[src/design/assert_macros.svh]
// assertion macros used by the rtl file
`ifndef ASSERT_MACROS_SVH
`define ASSERT_MACROS_SVH

`ifndef NO_ASSERTIONS

// clocked check, held off while reset is active
`define SBR_ASSERT(label, prop) \
    label: assert property (@(posedge i_clk) disable iff (!i_rst_n) prop) \
        else $error("sbr assertion failed");

// clocked check that also holds during reset
`define SBR_ASSERT_ALWAYS(label, prop) \
    label: assert property (@(posedge i_clk) prop) \
        else $error("sbr assertion failed");

`else

`define SBR_ASSERT(label, prop)
`define SBR_ASSERT_ALWAYS(label, prop)

`endif

`endif

[src/design/sbr_pkg.sv]
`default_nettype none

package sbr_pkg;

    localparam int WORD_W    = 32;
    localparam int CNT_W     = $clog2(WORD_W);
    localparam int CFG_IDX_W = 2;
    localparam int SHIFT_W   = 2;

    localparam logic [CFG_IDX_W-1:0] REG_INITIAL_SEED   = 2'd0;
    localparam logic [CFG_IDX_W-1:0] REG_INITIAL_RESEED = 2'd1;

    localparam logic [WORD_W-1:0] SEED_RESET   = 32'd1;
    localparam logic [WORD_W-1:0] RESEED_RESET = 32'd0;

    typedef enum logic [1:0] {
        ST_IDLE,
        ST_SETUP,
        ST_DIV,
        ST_APPLY
    } t_state;

    typedef enum logic [1:0] {
        PH_MOD,
        PH_ROUND1,
        PH_ROUND2
    } t_phase;

endpackage

`default_nettype wire

[src/design/seeded_bounded_random_unit.sv]
// seeded bounded random unit
// input channel s_axis: one item carries the range bound n in tdata.
// output channel m_axis: tdata is the old seed mod n (the old seed itself
// when n is zero), tuser flags a zero bound.
// config port: i_cfg_we with i_cfg_idx 0 loads the seed word, index 1 loads
// the mix word; write only while the unit is idle.
// each item runs three passes through one shared restoring divider, one
// quotient bit per cycle: seed mod n, then the two mixing rounds.
// each pass runs setup, 32 divide steps and apply; the last apply of an
// item loads the result into the output register, which offers it on
// m_axis. that divider loop sets the rate.
// the unit takes one item at a time: s_axis_tready is high only when idle
// and the output register is empty.
// a stalled receiver holds the result in the output register, and no new
// item is taken until it has been delivered.
// reset (synchronous, active low) sets seed to 1 and mix to 0 and empties
// the output register.
`default_nettype none

module seeded_bounded_random_unit
    import sbr_pkg::*;
(
    input  wire logic                 i_clk,
    input  wire logic                 i_rst_n,
    input  wire logic                 i_cfg_we,
    input  wire logic [CFG_IDX_W-1:0] i_cfg_idx,
    input  wire logic [WORD_W-1:0]    i_cfg_data,
    input  wire logic                 s_axis_tvalid,
    output logic                      s_axis_tready,
    input  wire logic [WORD_W-1:0]    s_axis_tdata,   // [31:0] range_bound
    output logic                      m_axis_tvalid,
    input  wire logic                 m_axis_tready,
    output logic [WORD_W-1:0]         m_axis_tdata,   // [31:0] random_value
    output logic                      m_axis_tuser    // [0] zero_bound
);

    t_state r_state, n_state;
    t_phase r_phase, n_phase;

    logic [WORD_W-1:0] r_seed, n_seed;
    logic [WORD_W-1:0] r_mix, n_mix;
    logic [WORD_W-1:0] r_bound, n_bound;
    logic [WORD_W-1:0] r_res, n_res;
    logic [WORD_W-1:0] r_dvd, n_dvd;
    logic [WORD_W-1:0] r_dvs, n_dvs;
    logic [WORD_W-1:0] r_rem, n_rem;
    logic [CNT_W-1:0]  r_cnt, n_cnt;
    logic              r_out_valid, n_out_valid;
    logic [WORD_W-1:0] r_out_data, n_out_data;
    logic              r_out_zero, n_out_zero;

    logic              in_accept;
    logic              cnt_last;
    logic [WORD_W:0]   trial;
    logic              borrow;
    logic [WORD_W-1:0] cand;
    logic [WORD_W-1:0] sum_sm;
    logic [WORD_W-1:0] mix_inc;
    logic [SHIFT_W-1:0] k;
    logic [WORD_W-1:0] low_mask;
    logic [WORD_W-1:0] mix_r2;

    assign s_axis_tready = (r_state == ST_IDLE) && !r_out_valid;
    assign in_accept     = s_axis_tvalid && s_axis_tready;
    assign cnt_last      = (r_cnt == CNT_W'(WORD_W - 1));
    assign m_axis_tvalid = r_out_valid;
    assign m_axis_tdata  = r_out_data;
    assign m_axis_tuser  = r_out_zero;

    // one restoring step: shift in the next dividend bit, try to subtract
    assign trial  = {r_rem, r_dvd[WORD_W-1]} - {1'b0, r_dvs};
    assign borrow = trial[WORD_W];

    assign sum_sm   = r_seed + r_mix;
    assign mix_inc  = r_mix + WORD_W'(1);
    assign k        = r_dvd[SHIFT_W-1:0];
    assign low_mask = (WORD_W'(1) << k) - WORD_W'(1);
    assign mix_r2   = (r_mix << k) | low_mask;

    // candidate word of the current round
    always_comb begin
        cand = r_res;
        case (r_phase)
            PH_ROUND1: cand = (r_res != '0) ? r_res : sum_sm;
            PH_ROUND2: cand = (mix_inc != '0) ? mix_inc : sum_sm;
            default:   cand = r_res;
        endcase
    end

    // next state
    always_comb begin
        n_state = r_state;
        case (r_state)
            ST_IDLE:  if (in_accept) n_state = ST_SETUP;
            ST_SETUP: n_state = ST_DIV;
            ST_DIV:   if (cnt_last) n_state = ST_APPLY;
            ST_APPLY: n_state = (r_phase == PH_ROUND2) ? ST_IDLE : ST_SETUP;
            default:  n_state = ST_IDLE;
        endcase
    end

    // datapath and outputs
    always_comb begin
        n_phase     = r_phase;
        n_seed      = r_seed;
        n_mix       = r_mix;
        n_bound     = r_bound;
        n_res       = r_res;
        n_dvd       = r_dvd;
        n_dvs       = r_dvs;
        n_rem       = r_rem;
        n_cnt       = r_cnt;
        n_out_valid = r_out_valid;
        n_out_data  = r_out_data;
        n_out_zero  = r_out_zero;

        if (r_out_valid && m_axis_tready) begin
            n_out_valid = 1'b0;
        end

        case (r_state)
            ST_IDLE: begin
                if (i_cfg_we && i_cfg_idx == REG_INITIAL_SEED) begin
                    n_seed = i_cfg_data;
                end
                if (i_cfg_we && i_cfg_idx == REG_INITIAL_RESEED) begin
                    n_mix = i_cfg_data;
                end
                if (in_accept) begin
                    n_bound = s_axis_tdata;
                    n_phase = PH_MOD;
                end
            end
            ST_SETUP: begin
                n_rem = '0;
                n_cnt = '0;
                if (r_phase == PH_MOD) begin
                    n_dvd = r_seed;
                    n_dvs = r_bound;
                end else if (cand < r_seed) begin
                    n_dvd = r_seed;
                    n_dvs = cand;
                end else begin
                    n_dvd = cand;
                    n_dvs = r_seed;
                end
            end
            ST_DIV: begin
                n_cnt = r_cnt + CNT_W'(1);
                n_rem = borrow ? {r_rem[WORD_W-2:0], r_dvd[WORD_W-1]} : trial[WORD_W-1:0];
                n_dvd = {r_dvd[WORD_W-2:0], ~borrow};
            end
            ST_APPLY: begin
                case (r_phase)
                    PH_MOD: begin
                        n_res   = (r_bound != '0) ? r_rem : r_seed;
                        n_phase = PH_ROUND1;
                    end
                    PH_ROUND1: begin
                        n_mix   = ((r_mix | r_seed) << k) ^ r_seed;
                        n_phase = PH_ROUND2;
                    end
                    PH_ROUND2: begin
                        n_mix       = mix_r2;
                        n_seed      = r_seed ^ mix_r2;
                        n_out_valid = 1'b1;
                        n_out_data  = r_res;
                        n_out_zero  = (r_bound == '0);
                    end
                    default: n_phase = PH_MOD;
                endcase
            end
            default: n_cnt = '0;
        endcase
    end

    always_ff @(posedge i_clk) begin
        if (!i_rst_n) begin
            r_state     <= ST_IDLE;
            r_phase     <= PH_MOD;
            r_seed      <= SEED_RESET;
            r_mix       <= RESEED_RESET;
            r_cnt       <= '0;
            r_out_valid <= 1'b0;
        end else begin
            r_state     <= n_state;
            r_phase     <= n_phase;
            r_seed      <= n_seed;
            r_mix       <= n_mix;
            r_cnt       <= n_cnt;
            r_out_valid <= n_out_valid;
        end
    end

    always_ff @(posedge i_clk) begin
        r_bound    <= n_bound;
        r_res      <= n_res;
        r_dvd      <= n_dvd;
        r_dvs      <= n_dvs;
        r_rem      <= n_rem;
        r_out_data <= n_out_data;
        r_out_zero <= n_out_zero;
    end

`include "assert_macros.svh"

    `SBR_ASSERT(a_accept_starts_mod, in_accept |=> (r_state == ST_SETUP && r_phase == PH_MOD))
    `SBR_ASSERT(a_div_ends_in_apply, (r_state == ST_DIV && cnt_last) |=> (r_state == ST_APPLY))
    `SBR_ASSERT(a_result_after_round2, $rose(r_out_valid) |-> $past(r_state == ST_APPLY && r_phase == PH_ROUND2))
    `SBR_ASSERT(a_busy_not_ready, (r_state != ST_IDLE) |-> !s_axis_tready)
    `SBR_ASSERT(a_no_item_while_held, (r_out_valid && !m_axis_tready) |=> (r_state != ST_SETUP))

endmodule

`default_nettype wire
[config.mk]
export PLATFORM = sky130hd
export DESIGN_NAME = seeded_bounded_random_unit
export DESIGN_NICKNAME = d
export VERILOG_FILES = /design/src/design/sbr_pkg.sv /design/src/design/seeded_bounded_random_unit.sv
export VERILOG_INCLUDE_DIRS = /design/src /design/src/design
export SDC_FILE = /design/constraint.sdc
export NUM_CORES = 1
export LEC_CHECK = 0
export BUFFER_PORTS_ARGS = -buffer_cell sky130_fd_sc_hd__buf_2
export CORE_ASPECT_RATIO = 0.5
export CORE_MARGIN = 4
export CORE_UTILIZATION = 60
export CTS_CLUSTER_SIZE = 24
export DETAILED_ROUTE_END_ITERATION = 6
export GPL_ROUTABILITY_DRIVEN = 0
export PLACE_DENSITY = 0.86
export SKIP_LAST_GASP = 1
export SYNTH_ARGS = -nofsm -noshare
export SYNTH_HDL_FRONTEND = slang
export SYNTH_SLANG_ARGS = --single-unit
[constraint.sdc]
create_clock -name i_clk -period 7.5 [get_ports i_clk]
set_input_delay 1.875 -clock i_clk [delete_from_list [all_inputs] [get_ports i_clk]]
set_output_delay 1.875 -clock i_clk [all_outputs]
set_load 0.01 [all_outputs]
**After elaboration in Yosys (flattened, before gate mapping)**

Cells that the tools add are included.

- Bits in registers: 267
- Bits of input ports: 71
- Output and inout port bits: 35
- Logic and storage cells: 91

- Add/sub/neg operators: 5
- Magnitude comparators: 1
- Eq/ne operators: 14
- Shifts and indexed selects: 3
- Mux-type cells: 28
- Bitwise logic cells: 5
- Reduce and logical (&&, ||, !) cells: 22

Operators by type and width:

| operator | number |
|---|---|
| $pmux W32 S2 | 6 |
| $mux W32 | 11 |
| $reduce_bool A32 Y1 | 3 |
| $or A32 B32 Y32 | 2 |
| $shl A32 B2 Y32 | 2 |
| $xor A32 B32 Y32 | 2 |
| $sub A33 B32 Y33 | 1 |
| $add A32 B1 Y32 const B | 1 |
| $add A32 B32 Y32 | 1 |
| $logic_not A32 Y1 | 1 |
| $lt A32 B32 Y1 | 1 |
| $shl A1 B2 Y32 const A | 1 |
| $sub A32 B2 Y32 const B | 1 |
| $pmux W5 S2 | 1 |
| $reduce_and A3 Y1 | 3 |
| $ne A2 B2 Y1 const B | 4 |
| $pmux W2 S4 | 1 |
| $reduce_and A2 Y1 | 4 |
| $eq A2 B1 Y1 const B | 3 |
| $eq A2 B2 Y1 const B | 3 |
| $logic_not A2 Y1 | 3 |
| $mux W2 | 3 |
| $pmux W2 S3 | 1 |
| $add A5 B1 Y5 const B | 1 |
| other kinds (9) | 18 |

**Depth between registers and ports, before layout**

- Depth after elaboration: 8
- Mapped depth: 26
- Depth with buffers taken out: 23

**Worst setup path before layout**

OpenSTA, ideal clock, no wires.

- Kind: reg-to-reg
- Start point: register r_mix[1]
- End point: register r_dvd[10], data pin
- Library setup time: 0.258 ns
- Arrival time: 6.134 ns
- Data required time: 7.242 ns
- Path slack: 1.108 ns
- Cell stages (with the launch flop): 25
- Path buffers: 4
- Period minus slack after synthesis: 6.392 ns
- Cells stage by stage: dfxtp_1 ha_1 clkbuf_1 nand3_1 nor4_1 nor2_1 or4_1 or3_1 or4_1 o21a_1 clkbuf_1 o31ai_1 ha_1 a21o_1 a21o_1 a21oi_1 o211ai_1 a21oi_1 o21ai_0 or2_2 o211a_1 clkbuf_1 buf_6 or3_1 o221a_2

- Longest elaborated chain between the ends: 8
- Elaborated cells between the ends (all ways): 10
- Classes of those cells: add/sub: 2; order compare: 1; mux: 6; reduce/logical: 1

RTL lines:

| item | line | source |
|---|---|---|
| from (decl) | seeded_bounded_random_unit.sv:41 | `logic [WORD_W-1:0] r_mix, n_mix;` |
| from (signal assigned) | seeded_bounded_random_unit.sv:189 | `r_mix <= n_mix;` |
| $add A32 B1 Y32 | seeded_bounded_random_unit.sv:75 | `assign mix_inc = r_mix + WORD_W'(1);` |
| $reduce_bool A32 Y1 | seeded_bounded_random_unit.sv:85 | `PH_ROUND2: cand = (mix_inc != '0) ? mix_inc : sum_sm;` |
| $mux W32 | seeded_bounded_random_unit.sv:85 |  |
| $pmux W32 S2 (*) | seeded_bounded_random_unit.sv:83 | `case (r_phase)` |
| $lt A32 B32 Y1 | seeded_bounded_random_unit.sv:140 | `end else if (cand < r_seed) begin` |
| $mux W32 (*) | seeded_bounded_random_unit.sv:140 |  |
| $mux W32 (*) | seeded_bounded_random_unit.sv:137 | `if (r_phase == PH_MOD) begin` |
| $pmux W32 S2 (*) | seeded_bounded_random_unit.sv:121 | `case (r_state)` |
| net n_dvd[10] | seeded_bounded_random_unit.sv:44 | `logic [WORD_W-1:0] r_dvd, n_dvd;` |
| to (signal assigned) | seeded_bounded_random_unit.sv:198 | `r_dvd <= n_dvd;` |
| to (decl) | seeded_bounded_random_unit.sv:44 |  |

The timed path passes the listed nets; every way through them passes the cells marked *.
A chain may end at the register's enable or synchronous reset.

**Worst setup path in the final report**

- Start point: register r_mix[12]
- End point: register r_dvs[22], data pin

- Longest elaborated chain between the ends: 7
- Elaborated cells between the ends (all ways): 9
- Classes of those cells: add/sub: 2; order compare: 1; mux: 5; reduce/logical: 1

RTL lines:

| item | line | source |
|---|---|---|
| $add A32 B1 Y32 | seeded_bounded_random_unit.sv:75 |  |
| $reduce_bool A32 Y1 | seeded_bounded_random_unit.sv:85 |  |
| $mux W32 | seeded_bounded_random_unit.sv:85 |  |
| $pmux W32 S2 (*) | seeded_bounded_random_unit.sv:83 |  |
| $lt A32 B32 Y1 | seeded_bounded_random_unit.sv:140 |  |
| $mux W32 (*) | seeded_bounded_random_unit.sv:140 |  |
| $mux W32 (*) | seeded_bounded_random_unit.sv:137 |  |
| to (signal assigned) | seeded_bounded_random_unit.sv:199 | `r_dvs <= n_dvs;` |
| to (decl) | seeded_bounded_random_unit.sv:45 | `logic [WORD_W-1:0] r_dvs, n_dvs;` |

Every way passes the cells marked *; elsewhere a longest branch is shown, timed or not.

==> results.sh <==
export IMPL_run_status="finished, violations left"
export IMPL_violations="DRC"
export IMPL_worst_ep_arrival_time_ns=7.64
export IMPL_min_delay_start="r_res[29]"
export IMPL_synth_most_common_cell="edfxtp_1"
export IMPL_clock_sinks=267
export IMPL_relSlewSlack_pct=17.6
export IMPL_cts_htree_levels=1
export IMPL_rsz0062_at_grt="true"
export IMPL_drtIter0Drc=3057
export IMPL_antenna_left=0
export IMPL_reg2reg_to="r_dvs[22]"
export IMPL_ys_warn_count=0
export IMPL_cap_violations=0
export IMPL_placed_area_um2=21300
export IMPL_totalWireLength_um=65600
export IMPL_io_buffers=105
export IMPL_wl_per_cell_um=24.5
export IMPL_syn_inst=2178
export IMPL_vias_per_cell=6.90
export IMPL_p_leak_uw=0.00861
export IMPL_min_path_type="reg2reg"
export IMPL_cp_required_ns=7.79
export IMPL_post_dp_hpwl_um=46400
export IMPL_regArea_um2=7280
export IMPL_finalCritPeriodShare_pct=98.0
export IMPL_hold_buffers=0
export IMPL_path_class="reg2reg"
export IMPL_synthTopCellsByArea="edfxtp_1 (28%), ha_1 (8.5%), mux2i_1 (7.9%)"
export IMPL_dieArea_um2=37200
export IMPL_pin_count=106
export IMPL_post_route_cell_area_um2=22300
export IMPL_fmax_mhz=136
export IMPL_synth_ff_type="edfxtp_1"
export IMPL_synth_top_cell_area_share_pct=28.4
export IMPL_busiest_layer="met1"
export IMPL_grt_max_degree=90
export IMPL_startpoint="r_mix[12]"
export IMPL_powerDensity_nw_per_um2=468
export IMPL_grt_pass1_vias=17100
export IMPL_crit_path_end_kind="flip-flop"
export IMPL_antenna_found_initial=1
export IMPL_drive_above_1_share_pct=14.3
export IMPL_r2r_setup_slack_ns=0.15
export IMPL_finalHoldViolations=0
export IMPL_grt_use_met1_pct=48.9
export IMPL_ys_top_cells_by_count="edfxtp_1 (193), mux2i_1 (162), nor2_1 (148)"
export IMPL_drc=37
export IMPL_clockRootBuffer="clkbuf_16"
export IMPL_fin_ws_ns=0.150
export IMPL_pwr_share_seq_pct=27.8
export IMPL_post_place_ws_ns=0.495
export IMPL_finalPower_uw=10400
export IMPL_nFillCells=2399
export IMPL_p_clk_share_pct=14.6
export IMPL_seq_area_frac_synth_pct=35.7
export IMPL_core_um2=33300
export IMPL_slew_viol_final=0
export IMPL_min_period_ns=7.35
export IMPL_dpl_cell_count=2629
export IMPL_antennaDiodeCount=0
export IMPL_finalSetupViolCount=0
export IMPL_switching_share_pct=46.4
export IMPL_nNetsFinal=2428
export IMPL_ys_ff_latch=267
export IMPL_grt_total_usage_pct=34.1
export IMPL_ys_types=76
export IMPL_finClkSkew_ns=0.0245
export IMPL_internal_power_uw=5580
export IMPL_synth_edf_count=193
export IMPL_syn_avg_cell_area_um2=9.37
export IMPL_cts_tree="yes"
export IMPL_grt_util_met3_pct=12.8
export IMPL_cp_start_kind="flip-flop"
export IMPL_reg2regPathDepth=19
export IMPL_synthesis_nets=2390
export IMPL_combPwrFrac_pct=57.6
export IMPL_async_flop_share_pct=0
export IMPL_stdcell_count=2677
export IMPL_clk_pin_slew_ns=0.07
export IMPL_first_pass_iters=7
export IMPL_switchingPower_uw=4840
export IMPL_cts_buffer_depth=3
export IMPL_chipHeight_um=138
export IMPL_synth_area_um2=20400
export IMPL_vdd_drop_max_mv=0.315
export IMPL_cts_buffers=26
export IMPL_syn_to_final_growth_pct=9.10
export IMPL_critPathCapture="r_dvs[22]"
export IMPL_start_util_pct=61.3
export IMPL_crit_fanout=20
export IMPL_grt_ovfl_total=0
export IMPL_die_x_um=269
export IMPL_floorplan_rows=47
export IMPL_post_cts_setup_buffers=0
export IMPL_worstReg2RegStart="r_mix[12]"
export IMPL_num_vias=18500
export IMPL_clkLatencyLatePin_ns=0.58
export IMPL_grtUsageMet2_pct=47.6
export IMPL_grt_pass1_wl_um=99600
export IMPL_worst_pin_slew_ns=1.23
export IMPL_multi_input_comb_area_um2=12200
export IMPL_synth_top_area_cell="edfxtp_1"
-- critical path, stage by stage, from the launching register on --
cell	delay, ns
dfxtp_1	0.57
nand4_1	0.30
or4_4	0.51
or4_1	0.56
o31a_1	0.36
or4_1	0.53
or4_1	0.60
o21a_1	0.49
o21ai_1	0.43
ha_1	0.32
a21o_1	0.16
a21oi_1	0.13
o21ai_0	0.08
a21oi_1	0.28
o2111ai_1	0.17
a221o_1	0.36
a21oi_4	0.33
buf_4	0.33
mux2i_1	0.43
o21ai_1	0.10
-- area by class of cell --
class	count	share of cell area [%]
flip-flops and latches	267	32.7
multi-input cells	1658	54.8
well taps	441	2.48
clock buffers	26	2.92
clock inverters	22	1.43
inverters	124	2.09
repair buffers	139	3.56
-- worst min-delay path by stage --
stage,slack [ns],cells past startpoint,to
final,0.51,0,m_axis_tdata[29]
after global routing,0.51,0,m_axis_tdata[29]
after CTS,0.50,0,m_axis_tdata[9]
after floorplan,0.45,0,m_axis_tdata[30]
after detailed placement,0.48,0,m_axis_tdata[9]
after global placement,0.47,2,r_cnt[4]
-- placed cells by master (no fill, tap or decap), types with 12 or more instances in the layout --
cell	synthesis	routed
o31ai_1	14	14
a22o_1	14	14
o21ai_1	71	70
buf_2	10	105
clkbuf_16	0	26
nor4_1	33	33
a22oi_1	20	20
or3_1	12	12
mux2i_1	162	162
a21o_1	42	42
ha_1	139	134
nand3_1	38	38
dfxtp_1	74	73
xnor2_1	91	91
edfxtp_1	193	193
a21oi_1	144	144
nor2b_1	51	51
nor3_1	39	39
buf_4	4	33
o21ai_0	60	60
o21a_1	14	14
mux2_2	82	82
a211oi_1	42	41
nand4_1	22	22
o22ai_1	33	33
xor2_1	22	22
mux4_2	15	15
nand2_1	143	143
inv_1	122	122
nor2_1	148	147
and2_1	44	44
-- per-layer routing --
metal | share of wire [%] | vias to the layer above | wire, um
met2 | 40 | 1455 | 26300
li1 | - | 8122 | -
met3 | 18 | 249 | 11600
met4 | 4.2 | 2 | 2780
met1 | 38 | 8637 | 24800
met5 | 0.020 | - | 13
-- stage by stage --
| step | hold slack (ns) | setup TNS [ns] | util [%] |
|---|---|---|---|
| finish | 0.507 | 0 | 66.9 |
| global route | 0.513 | -0.0658 | 66.9 |
| CTS | 0.497 | 0 | 66.9 |
| detailed placement | 0.478 | 0 | 64.0 |
| global placement | 0.470 | 0 | 64.0 |
| floorplan | 0.450 | 0 | - |
-- power groups by stage --
stage | registers, uW | logic [uW] | clock network, uW
after global placement | 2820 | 5510 | 0
final | 2900 | 6010 | 1520
after CTS | 2820 | 5800 | 1520
after global routing | 2900 | 6460 | 1590
after floorplan | 2480 | 4540 | 0
after detailed placement | 2840 | 5670 | 0
-- timing repair --
item	CTS	global route
resized for setup	0	1
hold endpoints to repair	0	0
endpoints found under the setup margin	0	21
-- sequential cells by signal (all words and copies together) (netlist names) --
signal         flops
r_dvs             32
r_dvd             32
r_mix             32
r_bound           32
r_seed            32
r_cnt              5
m_axis_tuser       1
m_axis_tdata      32
m_axis_tvalid      1
r_rem             32
r_phase            2
r_state            2
r_res             32
-- kinds of logic after synthesis --
group | synth area share [%]
AO/OA/AOI/OAI | 17.4
XOR/XNOR | 4.85
adder cells (fa/ha/maj) | 8.72
buffers and inverters | 4.82
flip-flops | 35.7
multiplexers | 14.1
AND/OR/NAND/NOR | 14.4
Note: power is estimated with default switching activity, not from simulation.
